--- src/rtl/core/imush_pkg.sv ---
package imush_pkg;

    localparam int ACCEL_RAW_W = 16;
    localparam int GYRO_RAW_W  = 16;
    localparam int MAG_RAW_W   = 13;
    localparam int ACCEL_W     = 19;
    localparam int RATE_W      = 19;
    localparam int FIELD_W     = 24;
    localparam int HEAD_W      = 16;
    localparam int GAIN_W      = 11;
    localparam int RANGE_W     = 2;
    localparam int GAIN_SEL_W  = 3;
    localparam int CFG_ADDR_W  = 2;
    localparam int CFG_DATA_W  = 16;

    // tdata widths, padded to whole bytes
    localparam int IN_DATA_W   = 136;
    localparam int OUT_DATA_W  = 208;

    // gyro: (raw << range) * 250 >>> 8
    localparam int GYRO_SH_W   = 19;
    localparam int GYRO_PROD_W = 27;
    localparam int GYRO_SCALE  = 250;
    localparam int GYRO_SHIFT  = 8;

    localparam int CORDIC_W          = 32;
    localparam int ANGLE_W           = 32;
    localparam int CORDIC_PRESHIFT   = 16;
    localparam int ATAN_ENTRIES      = 24;
    localparam int CORDIC_STEPS_DEF  = 16;

    localparam logic [ANGLE_W-1:0] HALF_TURN   = 32'h8000_0000;
    localparam logic [ANGLE_W-1:0] ANGLE_ROUND = 32'h0000_8000;

    // register indexes
    localparam logic [CFG_ADDR_W-1:0] CFG_ACCEL_RANGE = 2'd0;
    localparam logic [CFG_ADDR_W-1:0] CFG_GYRO_RANGE  = 2'd1;
    localparam logic [CFG_ADDR_W-1:0] CFG_MAG_GAIN    = 2'd2;
    localparam logic [CFG_ADDR_W-1:0] CFG_DECLINATION = 2'd3;

    localparam logic [RANGE_W-1:0]    ACCEL_RANGE_RST = 2'd0;
    localparam logic [RANGE_W-1:0]    GYRO_RANGE_RST  = 2'd0;
    localparam logic [GAIN_SEL_W-1:0] MAG_GAIN_RST    = 3'd1;
    localparam logic [HEAD_W-1:0]     DECLINATION_RST = 16'd3853;

    // Q8 mG per LSB
    localparam logic [GAIN_W-1:0] MAG_Q8 [8] = '{
        11'd187, 11'd236, 11'd312, 11'd389, 11'd581, 11'd655, 11'd776, 11'd1114
    };

    // atan(2^-i) in 1/2^32 turn
    localparam logic [ANGLE_W-1:0] ATAN_TURNS [ATAN_ENTRIES] = '{
        32'd536870912, 32'd316933405, 32'd167458907, 32'd85004756,
        32'd42667331,  32'd21354465,  32'd10679838,  32'd5340245,
        32'd2670163,   32'd1335087,   32'd667544,    32'd333772,
        32'd166886,    32'd83443,     32'd41722,     32'd20861,
        32'd10430,     32'd5215,      32'd2608,      32'd1304,
        32'd652,       32'd326,       32'd163,       32'd81
    };

    typedef struct packed {
        logic [CORDIC_W-1:0] x;
        logic [CORDIC_W-1:0] y;
        logic [ANGLE_W-1:0]  z;
        logic                zero;
    } cordic_t;

    // scaled sensor values riding along the rotation pipeline
    typedef struct packed {
        logic [FIELD_W-1:0] field_z;
        logic [FIELD_W-1:0] field_y;
        logic [FIELD_W-1:0] field_x;
        logic [RATE_W-1:0]  rate_z;
        logic [RATE_W-1:0]  rate_y;
        logic [RATE_W-1:0]  rate_x;
        logic [ACCEL_W-1:0] accel_z;
        logic [ACCEL_W-1:0] accel_y;
        logic [ACCEL_W-1:0] accel_x;
    } side_t;

endpackage

--- src/rtl/core/imush_cordic_stage.sv ---
module imush_cordic_stage #(
    parameter int STEP = 0
) (
    input  logic              clk,
    input  logic              rst_n,
    input  logic              in_valid,
    output logic              in_ready,
    input  imush_pkg::cordic_t in_data,
    input  imush_pkg::side_t   in_side,
    output logic              out_valid,
    input  logic              out_ready,
    output imush_pkg::cordic_t out_data,
    output imush_pkg::side_t   out_side
);
    import imush_pkg::*;

    logic    valid_reg;
    cordic_t data_reg;
    cordic_t data_next;
    side_t   side_reg;

    logic signed [CORDIC_W-1:0] x_sh;
    logic signed [CORDIC_W-1:0] y_sh;

    assign in_ready = !valid_reg || out_ready;

    always_comb
    begin
        x_sh = $signed(in_data.x) >>> STEP;
        y_sh = $signed(in_data.y) >>> STEP;
        data_next.zero = in_data.zero;
        // rotate toward y = 0
        if (!in_data.y[CORDIC_W-1])
        begin
            data_next.x = in_data.x + y_sh;
            data_next.y = in_data.y - x_sh;
            data_next.z = in_data.z + ATAN_TURNS[STEP];
        end
        else
        begin
            data_next.x = in_data.x - y_sh;
            data_next.y = in_data.y + x_sh;
            data_next.z = in_data.z - ATAN_TURNS[STEP];
        end
    end

    always_ff @(posedge clk or negedge rst_n)
    begin
        if (!rst_n)
        begin
            valid_reg <= 1'b0;
        end
        else if (in_ready)
        begin
            valid_reg <= in_valid;
        end
    end

    always_ff @(posedge clk)
    begin
        if (in_ready && in_valid)
        begin
            data_reg <= data_next;
            side_reg <= in_side;
        end
    end

    assign out_valid = valid_reg;
    assign out_data  = data_reg;
    assign out_side  = side_reg;

endmodule

--- config.mk ---
export PLATFORM = sky130hd
export DESIGN_NAME = imush_cordic_stage
export DESIGN_NICKNAME = d
export VERILOG_FILES = /design/src/rtl/core/imush_pkg.sv /design/src/rtl/core/imush_cordic_stage.sv
export SDC_FILE = /design/constraint.sdc
export NUM_CORES = 1
export LEC_CHECK = 0
export BUFFER_PORTS_ARGS = -buffer_cell sky130_fd_sc_hd__clkbuf_2
export CORE_AREA = 3 3 219 221
export DETAILED_ROUTE_END_ITERATION = 10
export DIE_AREA = 0 0 222 224
export PLACE_DENSITY_LB_ADDON = 0.25
export SLEW_MARGIN = 20
export SYNTH_ARGS = -nofsm -noshare
export SYNTH_HDL_FRONTEND = slang
export SYNTH_SLANG_ARGS = --single-unit
--- constraint.sdc ---
create_clock -name clk -period 8.2 [get_ports clk]
set_input_delay 0 -clock clk [delete_from_list [all_inputs] [get_ports clk]]
set_output_delay 0 -clock clk [all_outputs]
set_load 0.05 [all_outputs]
==> run metrics, run 1 <==
overall power=roughly 4.5 mW; Yosys Warn Count=0; Syn Nets=~1,500; via count=roughly 12,000; Crit path buffers/inverters=2; Yosys cell types=77; Initial Util=roughly 30%; Top delay family on crit path=compound AO/OA/AOI/OAI gates; f_max=0.298 GHz; critical path class=in2reg; vias in the first global route=approximately 12,000; Num CTS Buffers=34; root buf cell=clkbuf_16; post-synthesis instance area=roughly 14,000 um2; total track usage=a little under a quarter; peak fanout along the critical path=3; max-slew violation count=0; IO buf count=approximately 570; fill cell count=4,326; H-Tree Depth=2; CTS tree=done; Vias/cell=~4.9; slowest cell delay on critical path=0.54 ns; clk_skew=0.0104 ns; Lkg Pwr=9.22 nW; RSZ-0062 raised after global routing=no; arrival time of the worst setup path=between 3 and 4 ns; DPL Wire Length=47.3 mm; Bufs on Longest Clock Path=3; CP Launch Type=primary input; Die Height=224 um; CTS resizes=0; synthesized area per cell=approximately 13 um2; R2R Path End=out_side[86]; maximum vdd drop=roughly 0.16 mV; largest net degree at the start of global routing=133; # DRC=0; final hold viol count=0; Top Ports=between 500 and 600; initial antenna violation count=9; die area=between 40,000 and 50,000 um2; CTS sink cnt=around 280; Seq/Total Area, Yosys=60.4%; Syn Inst Count=between 1,000 and 1,500; Area Growth Syn to Fin=49.2%; hold crit path type=in2reg; WL/cell=24.1 um; Congestion Overflow GR=0; DR pass1 iterations=5; Total Wirelength=61.2 mm; post-CTS setup repair buffer count=0; Sequential Area=around 8500 um2; CTS Hold Bufs=roughly 230; initial DRC count=1,135; layout cells sized above 1=33.4%; core area=~46,000 um2; # setup viols final=0; Synth Flop Type=edfxtp_1; hold path depth=4; TNS Setup=0 ns; Critical Path RT=roughly 8.5 ns; Critical Path End Type=flip-flop; final worst-path cycle share=roughly 41%; Antenna Nets Post-Route=0; area occupied by multi-input gates=a little over 5000 um2; PD cells=between 200 and 250 nW/um2; number of flops mapped to enable cells by yosys=around 280; Endpoint, Worst Hold=out_data[34]; Worst-Skew Late Latency=0.54 ns; Synth async-reset ratio=0.353%; global-route wire length before repair=87.5 mm; die width=~220 um; Least-Margin Pin Slew=around 0.83 ns; critical path's slowest cell=dlygate4sd3_1; row count=79; Final min period=3.36 ns; worst r2r src=out_valid; outcome=finished, final reports clean; FF-to-FF path depth=4; count of state elements after synthesis=around 280; Max-Cap Viols=0; Slew HR=44.4%; RePlAce Congestion=about 0.93; hold path start=in_data[66]; Final Net Count=about 2,300; clock slew at reported path FFs=roughly 0.06 ns; crit path cell chain=dlygate4sd3_1 > clkbuf_2 > ha_1 > fa_1 > nand2b_1 > a21oi_1 > o221ai_1 > a32oi_1 > a31oi_1 > o31ai_1 > a211oi_1 > a221oi_1 > xor2_1; internal reg-to-reg setup slack=5.23 ns
## tightest hold or removal path, delay by kind of cell
family / cells / cell delay [ns]
adder cells (fa/ha/maj): 1 / 0.20
buffers and inverters: 1 / 0.16
AO/OA/AOI/OAI: 1 / 0.07
AND/OR/NAND/NOR: 1 / 0.05
## synth_stat cells (4+ instances only)
library cell / n / area (um2)
o21a_1: 4 / 30.0
o21bai_1: 15 / 113
a211oi_1: 8 / 60.1
nor2b_1: 13 / 81.3
nand2_1: 37 / 139
edfxtp_1: 282 / 8470
a21boi_0: 4 / 30.0
inv_1: 96 / 360
clkbuf_1: 21 / 78.8
ha_1: 103 / 1290
a211o_1: 5 / 43.8
buf_2: 10 / 50.1
o21ai_0: 60 / 300
a21o_1: 19 / 143
mux2i_1: 15 / 150
a32oi_1: 4 / 35.0
buf_1: 7 / 26.3
a21oi_1: 103 / 515
nand4_1: 9 / 56.3
xnor2_1: 53 / 464
nor2_1: 71 / 267
nor3_1: 16 / 80.1
nor4_1: 9 / 56.3
fa_1: 4 / 80.1
nand2b_1: 17 / 106
and3_1: 5 / 31.3
xor2_1: 10 / 87.6
nand3_1: 13 / 65.1
o211ai_1: 8 / 60.1
a31oi_1: 8 / 50.1
o31ai_1: 10 / 75.1
## metrics by stage
step	setup WS (ns)	std cells	utilization, %	hold WS (ns)	instance area (um2)
after floorplan	0.00459	1108	-	-0.296	14100
after global placement	4.72	2251	37.9	-0.224	17600
after detailed placement	4.78	2251	37.9	-0.224	17600
after CTS	4.88	2537	45.3	0.0410	21000
after global routing	4.59	2541	45.3	0.0853	21000
final	4.84	2541	45.3	0.0633	21000
## registers in the layout (all words and copies together), names as in the netlist
name       count
out_valid      1
out_side     186
out_data      96
## cells by family after synthesis
kind of cell,Yosys count,synth area share [%]
AOI/OAI and AO/OA,293,13.8
adders and majority gates,107,9.73
and+or+nand+nor,208,7.25
DFF,283,60.4
xor gates and xnor gates,63,3.92
buffers and inverters,139,3.85
muxes,15,1.07
## cells in the final DEF, fill, tap and decap left out, types with 5 or more instances in the layout
| cell type | netlist | routed |
|---|---|---|
| ha_1 | 103 | 103 |
| dlygate4sd3_1 | 0 | 225 |
| nor2b_1 | 13 | 13 |
| and3_1 | 5 | 5 |
| clkinv_1 | 2 | 7 |
| nor4_1 | 9 | 9 |
| a211o_1 | 5 | 5 |
| clkbuf_16 | 0 | 34 |
| xnor2_1 | 53 | 53 |
| xor2_1 | 10 | 10 |
| a21oi_1 | 103 | 103 |
| mux2i_1 | 15 | 15 |
| o21bai_1 | 15 | 15 |
| clkbuf_2 | 0 | 571 |
| nand4_1 | 9 | 9 |
| a31oi_1 | 8 | 8 |
| a21o_1 | 19 | 19 |
| o31ai_1 | 10 | 10 |
| nor2_1 | 71 | 71 |
| inv_1 | 96 | 96 |
| edfxtp_1 | 282 | 282 |
| a211oi_1 | 8 | 8 |
| nand2b_1 | 17 | 17 |
| nand3_1 | 13 | 13 |
| nor3_1 | 16 | 16 |
| o21ai_0 | 60 | 60 |
| bufinv_16 | 0 | 5 |
| nand2_1 | 37 | 37 |
| o211ai_1 | 8 | 8 |
## power breakdown
part / switching (mW) / internal [mW]
sequential: 0.0346 / 1.73
combinational: 0.791 / 0.345
clock: 0.631 / 0.953
total: 1.46 / 3.03
## layer usage
| layer | vias to the layer above | global-route usage, % | routed length (um) |
|---|---|---|---|
| met5 | - | 0 | 25 |
| met2 | 558 | 39.9 | 29600 |
| met4 | 4 | 7.00 | 1790 |
| li1 | 5675 | - | - |
| met1 | 6039 | 30.6 | 25600 |
| met3 | 89 | 5.43 | 4190 |
## layout make-up
type	instances	share of cell area, %
sequential	283	40.5
timing repair buffer	801	24.6
multi-input combinational	686	24.0
clock buffer	41	4.32
tap	607	3.62
inverter	99	1.77
clock inverter	20	1.19
antenna	4	0.0477
## worst max path at each step
stage | startpoint | endpoint | slack, ns | depth (start not counted)
floorplan | out_valid | out_data[0] | 0.005 | 2
global placement | in_data[43] | out_data[63] | 4.72 | 12
detailed placement | in_data[43] | out_data[63] | 4.78 | 12
CTS | in_data[65] | out_data[63] | 4.88 | 13
global route | in_data[65] | out_data[95] | 4.59 | 14
finish | in_data[65] | out_data[63] | 4.84 | 13
Note: power is estimated with default switching activity, not from simulation.
==> run 2, diff against run 1 <==
--- a/config.mk
+++ b/config.mk
@@ -5,10 +5,11 @@
 export SDC_FILE = /design/constraint.sdc
 export NUM_CORES = 1
 export LEC_CHECK = 0
+export ABC_AREA = 1
 export BUFFER_PORTS_ARGS = -buffer_cell sky130_fd_sc_hd__clkbuf_2
-export CORE_AREA = 3 3 219 221
+export CORE_AREA = 3 3 224 226
 export DETAILED_ROUTE_END_ITERATION = 10
-export DIE_AREA = 0 0 222 224
+export DIE_AREA = 0 0 227 229
 export PLACE_DENSITY_LB_ADDON = 0.25
 export SLEW_MARGIN = 20
 export SYNTH_ARGS = -nofsm -noshare
==> constraint.sdc (replaced) <==
create_clock -name clk -period 3.1 [get_ports clk]
set_input_delay 0 -clock clk [delete_from_list [all_inputs] [get_ports clk]]
set_output_delay 0 -clock clk [all_outputs]
set_load 0.05 [all_outputs]
==> run 2 against run 1 <==
  * Sequential share of layout area is 3.6 points lower
  * Worst hold slack worse by 0.057 ns
  * Die area is 4.5% higher
  * Clock power grew to 2.5 times the previous value
  * Non-clock buffer count is 2 higher
  * Sequential power grew to 2.6 times the previous value
==> run metrics, run 2 <==
outcome=finished, final reports clean; CP Launch Type=primary input; Vias/cell=4.86 (-0.17%); IO buf count=571 (unchanged); FF-to-FF path depth=2 (-2); RePlAce Congestion=0.954 (+2.0%); Num CTS Buffers=35 (+2.9%); XOR/XNOR Fraction of Synth Area=1.24% (-2.7 points); hold crit path type=in2reg; Seq/Total Area, Yosys=52.2% (-8.1 points); H-Tree Depth=2 (unchanged); CTS tree=done; Bufs on Longest Clock Path=3 (unchanged); final worst-path cycle share=between 70% and 80%; Seq pwr share=38.8% (-0.5 points); initial antenna violation count=12 (+3); Syn Nets=2,254 (+50%); Final min period=2.31 ns; Least-Margin Pin Slew=0.857 ns (+0.0231 ns); worst r2r src=out_valid; vias in the first global route=15,900 (+28%); # setup viols final=0 (unchanged); synthesized area per cell=8.74 um2 (-31%); RSZ-0062 raised after global routing=no; Comb power frac=27.7% (+2.4 points); Critical Path End Type=flip-flop; max reg flops=186 (unchanged); simple-gate share of the synthesized area=24.1% (+17 points); Syn Inst Count=1,860 (+68%); critical path class=in2reg; die width=227 um (+2.3%); final instance area=23,100 um2 (+9.8%); fill cell count=4,634 (+7.1%); Max-Cap Viols=0 (unchanged); crit path from=in_data[65]; Post-synth top cells=nand2_1 (614), inv_1 (335), edfxtp_1 (282); Critical Path RT=3.40 ns (-5.08 ns); total track usage=28.6% (+4.9 points); clk_skew=0.0125 ns (+0.00204 ns); peak fanout along the critical path=3 (unchanged); root buf cell=clkbuf_16; sw power=4.12 mW (+180%); post-synth top area share=52.1% (-8.1 points); post-synthesis instance area=16,300 um2 (+16%); Congestion Overflow GR=0 (unchanged); number of flops mapped to enable cells by yosys=282 (unchanged); DR pass1 iterations=5 (unchanged); Die Height=229 um (+2.2%); largest net degree at the start of global routing=141 (+6.0%); most common cell in the synthesized netlist=nand2_1; initial DRC count=1,093 (-3.7%); WL/cell=23.0 um (-4.3%); row count=81 (+2.5%); Antenna Nets Post-Route=0 (unchanged); Slew HR=42.8% (-1.5 points); Synth Flop Type=edfxtp_1; Synth area leader=edfxtp_1; post-synthesis compound-gate area fraction=4.28% (-9.5 points); R2R Path End=out_side[168]; internal power=7.82 mW (+160%); Worst-Skew Late Latency=0.55 ns (about the same); crit path to=out_data[59]; Total Wirelength=76.3 mm (+25%); final hold viol count=0 (unchanged); overall power=11.9 mW (+170%); Util after Layout=47.5% (+2.2 points); internal reg-to-reg setup slack=1.37 ns (-3.86 ns); layout cells sized above 1=24.9% (-8.5 points); count of state elements after synthesis=283 (unchanged); Top Ports=572 (unchanged); clock slew at reported path FFs=0.06 ns (about the same); Sw Share=34.5% (+2.0 points); most frequent cells in the layout=nand2_1 (614), clkbuf_2 (571), inv_1 (335), edfxtp_1 (282), dlygate4sd3_1 (224); Initial Util=33.5% (+3.2 points); DPL Wire Length=60.9 mm (+29%); die area=52,000 um2 (+4.5%); f_max=between 0.4 and 0.5 GHz; DP Area=19,700 um2 (+12%); PD cells=518 nW/um2 (+140%); # DRC=0 (unchanged); Synth async-reset ratio=0.353% (unchanged); Lkg Pwr=11.6 nW (+26%); mux cell area share after synthesis=0% (-1.1 points); Area Growth Syn to Fin=41.7%; via count=16,100 (+30%); core area=48,500 um2 (+4.7%); clock power share=33.5% (-1.8 points); synthesized-area fraction occupied by adder cells=8.42% (-1.3 points); most common cell after layout, fill and taps aside=nand2_1; top cells by area in the synthesized netlist=edfxtp_1 (52%), nand2_1 (14%), ha_1 (7.9%); maximum vdd drop=0.289 mV (+76%); global-route wire length before repair=108 mm (+23%); Yosys cell types=40 (-48%); arrival time of the worst setup path=2.61 ns (-1.03 ns); Yosys Warn Count=0 (unchanged); CTS sink cnt=283 (unchanged); max-slew violation count=0 (unchanged); Final Net Count=3,051 (+33%); largest family of logic cells by synthesized area=simple AND/OR/NAND/NOR gates
[run 2: power groups by stage]
| stage | sequential (mW) | clock (mW) | combinational (mW) |
|---|---|---|---|
| 2_1_floorplan | 5.56 | 0 | 1.18 |
| 3_3_place_gp | 4.71 | 0 | 3.01 |
| 3_5_place_dp | 4.71 | 0 | 3.02 |
| 4_1_cts | 4.64 | 4.10 | 3.29 |
| 5_1_grt | 4.65 | 4.24 | 3.54 |
| 6_report | 4.64 | 4.00 | 3.30 |
[run 2: logic make-up after synthesis]
kind of cell    Yosys count
compound gates          129
simple gates            935
xor+xnor                 23
buf+inv                 383
flops                   283
fa+ha+maj               107
[run 2: through the flow]
step           hold slack, ns  setup TNS, ns  worst slack (ns)  cells
2_1_floorplan          -0.296        -712.87             -2.53   1860
3_3_place_gp           -0.176              0             0.797   3018
3_5_place_dp           -0.175              0             0.754   3018
4_1_cts               0.00644              0             0.864   3299
5_1_grt                0.0379              0             0.681   3306
6_report              0.00604              0             0.792   3309
[run 2: worst min path at each step]
stage | startpoint | to | slack [ns] | cells after the start
floorplan | rst_n | out_valid | -0.30 | 0
global placement | rst_n | out_valid | -0.18 | 1
detailed placement | rst_n | out_valid | -0.17 | 1
global route | in_data[32] | out_data[32] | 0.04 | 3
CTS | in_data[66] | out_data[66] | 0.006 | 4
finish | in_data[32] | out_data[32] | 0.006 | 3
[run 2: critical path: stages]
cell	delay (ns)
dlygate4sd3_1	0.55
clkbuf_2	0.14
ha_1	0.22
fa_1	0.41
nand2_1	0.13
nand2_1	0.12
nand3_1	0.09
nand2_1	0.12
nand2_1	0.09
nand2_1	0.17
nand2_1	0.14
nand4_1	0.19
nand3_1	0.18
nand2_1	0.07
[run 2: final cells by class]
class	count	area, um2	area share [%]
Antenna cell	10	25.0	0.109
Clock buffer	48	976	4.23
Clock inverter	9	110	0.478
Inverter	340	1280	5.54
Multi-Input combinational cell	1194	6200	26.9
Sequential cell	283	8490	36.8
Tap cell	622	778	3.38
Timing Repair Buffer	803	5200	22.5
[run 2: layer usage]
layer	share of wire, %	GRT usage, %
met4	5.1	13.3
met3	7.3	6.13
met5	0.064	0
met2	47	47.5
met1	41	35.4
[run 2: what timing repair did]
item,4_1_cts,5_1_grt
resized for setup,0,0
endpoints found under the hold margin,222,0
buffers inserted,0,0
hold buffers,224,0
==> run 3, diff against run 2 <==
--- a/config.mk
+++ b/config.mk
@@ -7,9 +7,9 @@
 export LEC_CHECK = 0
 export ABC_AREA = 1
 export BUFFER_PORTS_ARGS = -buffer_cell sky130_fd_sc_hd__clkbuf_2
-export CORE_AREA = 3 3 224 226
+export CORE_AREA = 3 3 222 224
 export DETAILED_ROUTE_END_ITERATION = 10
-export DIE_AREA = 0 0 227 229
+export DIE_AREA = 0 0 225 227
 export PLACE_DENSITY_LB_ADDON = 0.25
 export SLEW_MARGIN = 20
 export SYNTH_ARGS = -nofsm -noshare
==> constraint.sdc (replaced) <==
create_clock -name clk -period 1.9 [get_ports clk]
set_input_delay 0 -clock clk [delete_from_list [all_inputs] [get_ports clk]]
set_output_delay 0 -clock clk [all_outputs]
set_load 0.05 [all_outputs]
==> run 3 against run 2 <==
  * Worst hold slack improved by 0.013 ns
  * Flip-flop and latch count did not move
  * Die area fell by 1.7%
  * Via count rose by 4.9%
  * Routed wire length fell by 0.78%
  * Clock skew rose by 0.0033 ns
  * Critical path depth fell by 1
  * Sequential power rose by 63%
  * Setup slack got worse by 0.53 ns
  * Register-to-register slack got worse by 1.1 ns
  * Critical path type unchanged
  * Largest cell class unchanged
  * Highest routed layer unchanged
==> run metrics, run 3 (same netlist as run 2, synthesis figures left out) <==
outcome=finished, final reports clean; H-Tree Depth=2 (unchanged); Antenna Nets Post-Route=0 (unchanged); final worst-path cycle share=between 80% and 90%; critical path's slowest cell=fa_1; Least-Margin Pin Slew=0.493 ns (-0.364 ns); Bufs on Longest Clock Path=3 (unchanged); max-slew violation count=0 (unchanged); row count=80 (-1.2%); Max-Cap Viols=0 (unchanged); final instance area=24,900 um2 (+7.9%); Num CTS Buffers=35 (unchanged); area occupied by multi-input gates=6200 um2 (unchanged); RePlAce Congestion=0.952 (-0.20%); arrival time of the worst setup path=1.93 ns (-0.68 ns); M2 GR Usage=48.5% (+1.1 points); critical path class=in2reg; maximum vdd drop=0.472 mV (+64%); via count=16,900 (+4.9%); Final min period=1.64 ns; core area=47,500 um2 (-2.1%); PD cells=816 nW/um2 (+58%); most frequent CP cell=nand2_1; clock slew at reported path FFs=0.06 ns (about the same); peak fanout along the critical path=4 (+1); Critical Path RT=2.20 ns (-1.20 ns); Critical Path End Type=flip-flop; most frequent cells in the layout=nand2_1 (614), clkbuf_2 (571), inv_1 (335), edfxtp_1 (282), dlygate4sd3_1 (225); final hold viol count=0 (unchanged); initial DRC count=1,178 (+7.8%); most common cell after layout, fill and taps aside=nand2_1; Top delay family on crit path=simple AND/OR/NAND/NOR gates; Die Height=227 um (-0.87%); Initial Util=34.2% (+0.70 points); Final Net Count=3,276 (+7.4%); Congestion Overflow GR=0 (unchanged); crit path cell chain=clkbuf_2 > ha_1 > fa_1 > nand2_1 > nand2_1 > nand3_1 > nand2_1 > nand2_1 > nand3_1 > nand2_1 > nand3_1 > nand3_1 > nand2_1; RSZ-0062 raised after global routing=no; DR pass1 iterations=9 (+4); die area=51,100 um2 (-1.7%); # setup viols final=0 (unchanged); Lkg Pwr=12.8 nW (+9.9%); largest net degree at the start of global routing=68 (-52%); Worst-Skew Late Latency=0.55 ns (about the same); die width=225 um (-0.88%); global-route wire length before repair=106 mm (-1.6%); total track usage=28.4% (-0.14 points); CTS tree=done; Total Wirelength=75.7 mm (-0.78%); IO buf count=571 (unchanged); max reg flops=186 (unchanged); WL/cell=21.4 um (-7.0%); # DRC=0 (unchanged); Crit path buffers/inverters=1 (-1); DP Area=21,500 um2 (+9.0%); CTS sink cnt=283 (unchanged); f_max=between 0.6 and 0.7 GHz; vias in the first global route=16,500 (+3.6%); global route hottest layer=met2; root buf cell=clkbuf_16; Vias/cell=4.78 (-1.7%); Util after Layout=52.3% (+4.8 points); DPL Wire Length=61.4 mm (+0.71%); CP Launch Type=primary input; GRT met3 Usage=6.07% (-0.053 points); layout cells sized above 1=30.9% (+6.0 points); hold crit path type=in2reg; initial antenna violation count=7 (-5); Area Growth Syn to Fin=53.0%; slowest cell delay on critical path=0.42 ns (-0.13 ns); clk_skew=0.0158 ns (+0.00329 ns); Top Ports=572 (unchanged); Slew HR=66.8% (+24 points); global routing met1 resource utilization=35.0% (-0.38 points); CTS resizes=0 (unchanged); TNS Setup=0 ns (unchanged); Sequential Area=8490 um2 (unchanged); fill cell count=4,461 (-3.7%)
[run 3: cell count changes in the layout (fill, tap and decap cells not counted), moves of 3 or more]
cell,change
diode_2,-4
clkbuf_8,-3
clkbuf_1,-5
clkinv_1,+3
clkinvlp_4,+4
buf_4,+216
buf_12,+8
clkinv_2,+5
[run 3: final timing paths]
kind | start | slack [ns] | cells after the start | end
max | in_data[33] | 0.26 | 13 | out_data[87]
min | in_data[31] | 0.02 | 4 | out_data[31]
max reg2reg | out_valid | 0.32 | 3 | out_side[148]
min reg2reg | out_valid | 0.85 | 2 | out_data[94]
max in group asynchronous | rst_n | 1.48 | 3 | out_valid
min in group asynchronous | rst_n | 0.30 | 3 | out_valid
[run 3: layer usage]
layer / share of wire [%] / up-vias
met5: 0.046 / -
met4: 4.8 / 6
met3: 7.2 / 161
met2: 48 / 768
met1: 40 / 7938
li1: - / 7987
[run 3: layout make-up]
class,instances,share of cell area (%)
sequential,283,34.1
clock buffer,40,3.68
inverter,340,5.13
tap,615,3.09
multi-input combinational,1194,24.9
clock inverter,24,0.900
timing repair buffer,1028,28.1
antenna,6,0.0603
[run 3: worst reg2reg max path, stage by stage, from the launching register on]
cell,delay (ns)
dfrtp_2,0.44
a21oi_4,0.29
buf_12,0.23
buf_4,0.32
[run 3: stage by stage]
| step | instances | power [mW] | setup WS, ns | hold slack [ns] |
|---|---|---|---|---|
| floorplan | 1860 | 11.0 | -3.73 | -0.296 |
| global placement | 3235 | 13.2 | -0.257 | -0.223 |
| detailed placement | 3235 | 13.2 | -0.284 | -0.223 |
| CTS | 3524 | 20.4 | 0.261 | 0.00535 |
| global route | 3528 | 21.1 | 0.138 | 0.0363 |
| finish | 3530 | 20.3 | 0.265 | 0.0187 |
[run 3: power breakdown]
part / total (mW) / leakage [nW] / switching [mW] / internal, mW
Clock: 6.77 / 0.547 / 2.87 / 3.91
Combinational: 5.95 / 9.51 / 3.96 / 1.99
Sequential: 7.58 / 2.70 / 0.175 / 7.41
[run 3: what timing repair did]
| action | CTS | global route |
|---|---|---|
| hold buffers | 225 | 0 |
| setup buffers | 0 | 0 |
| hold endpoints to repair | 223 | 0 |
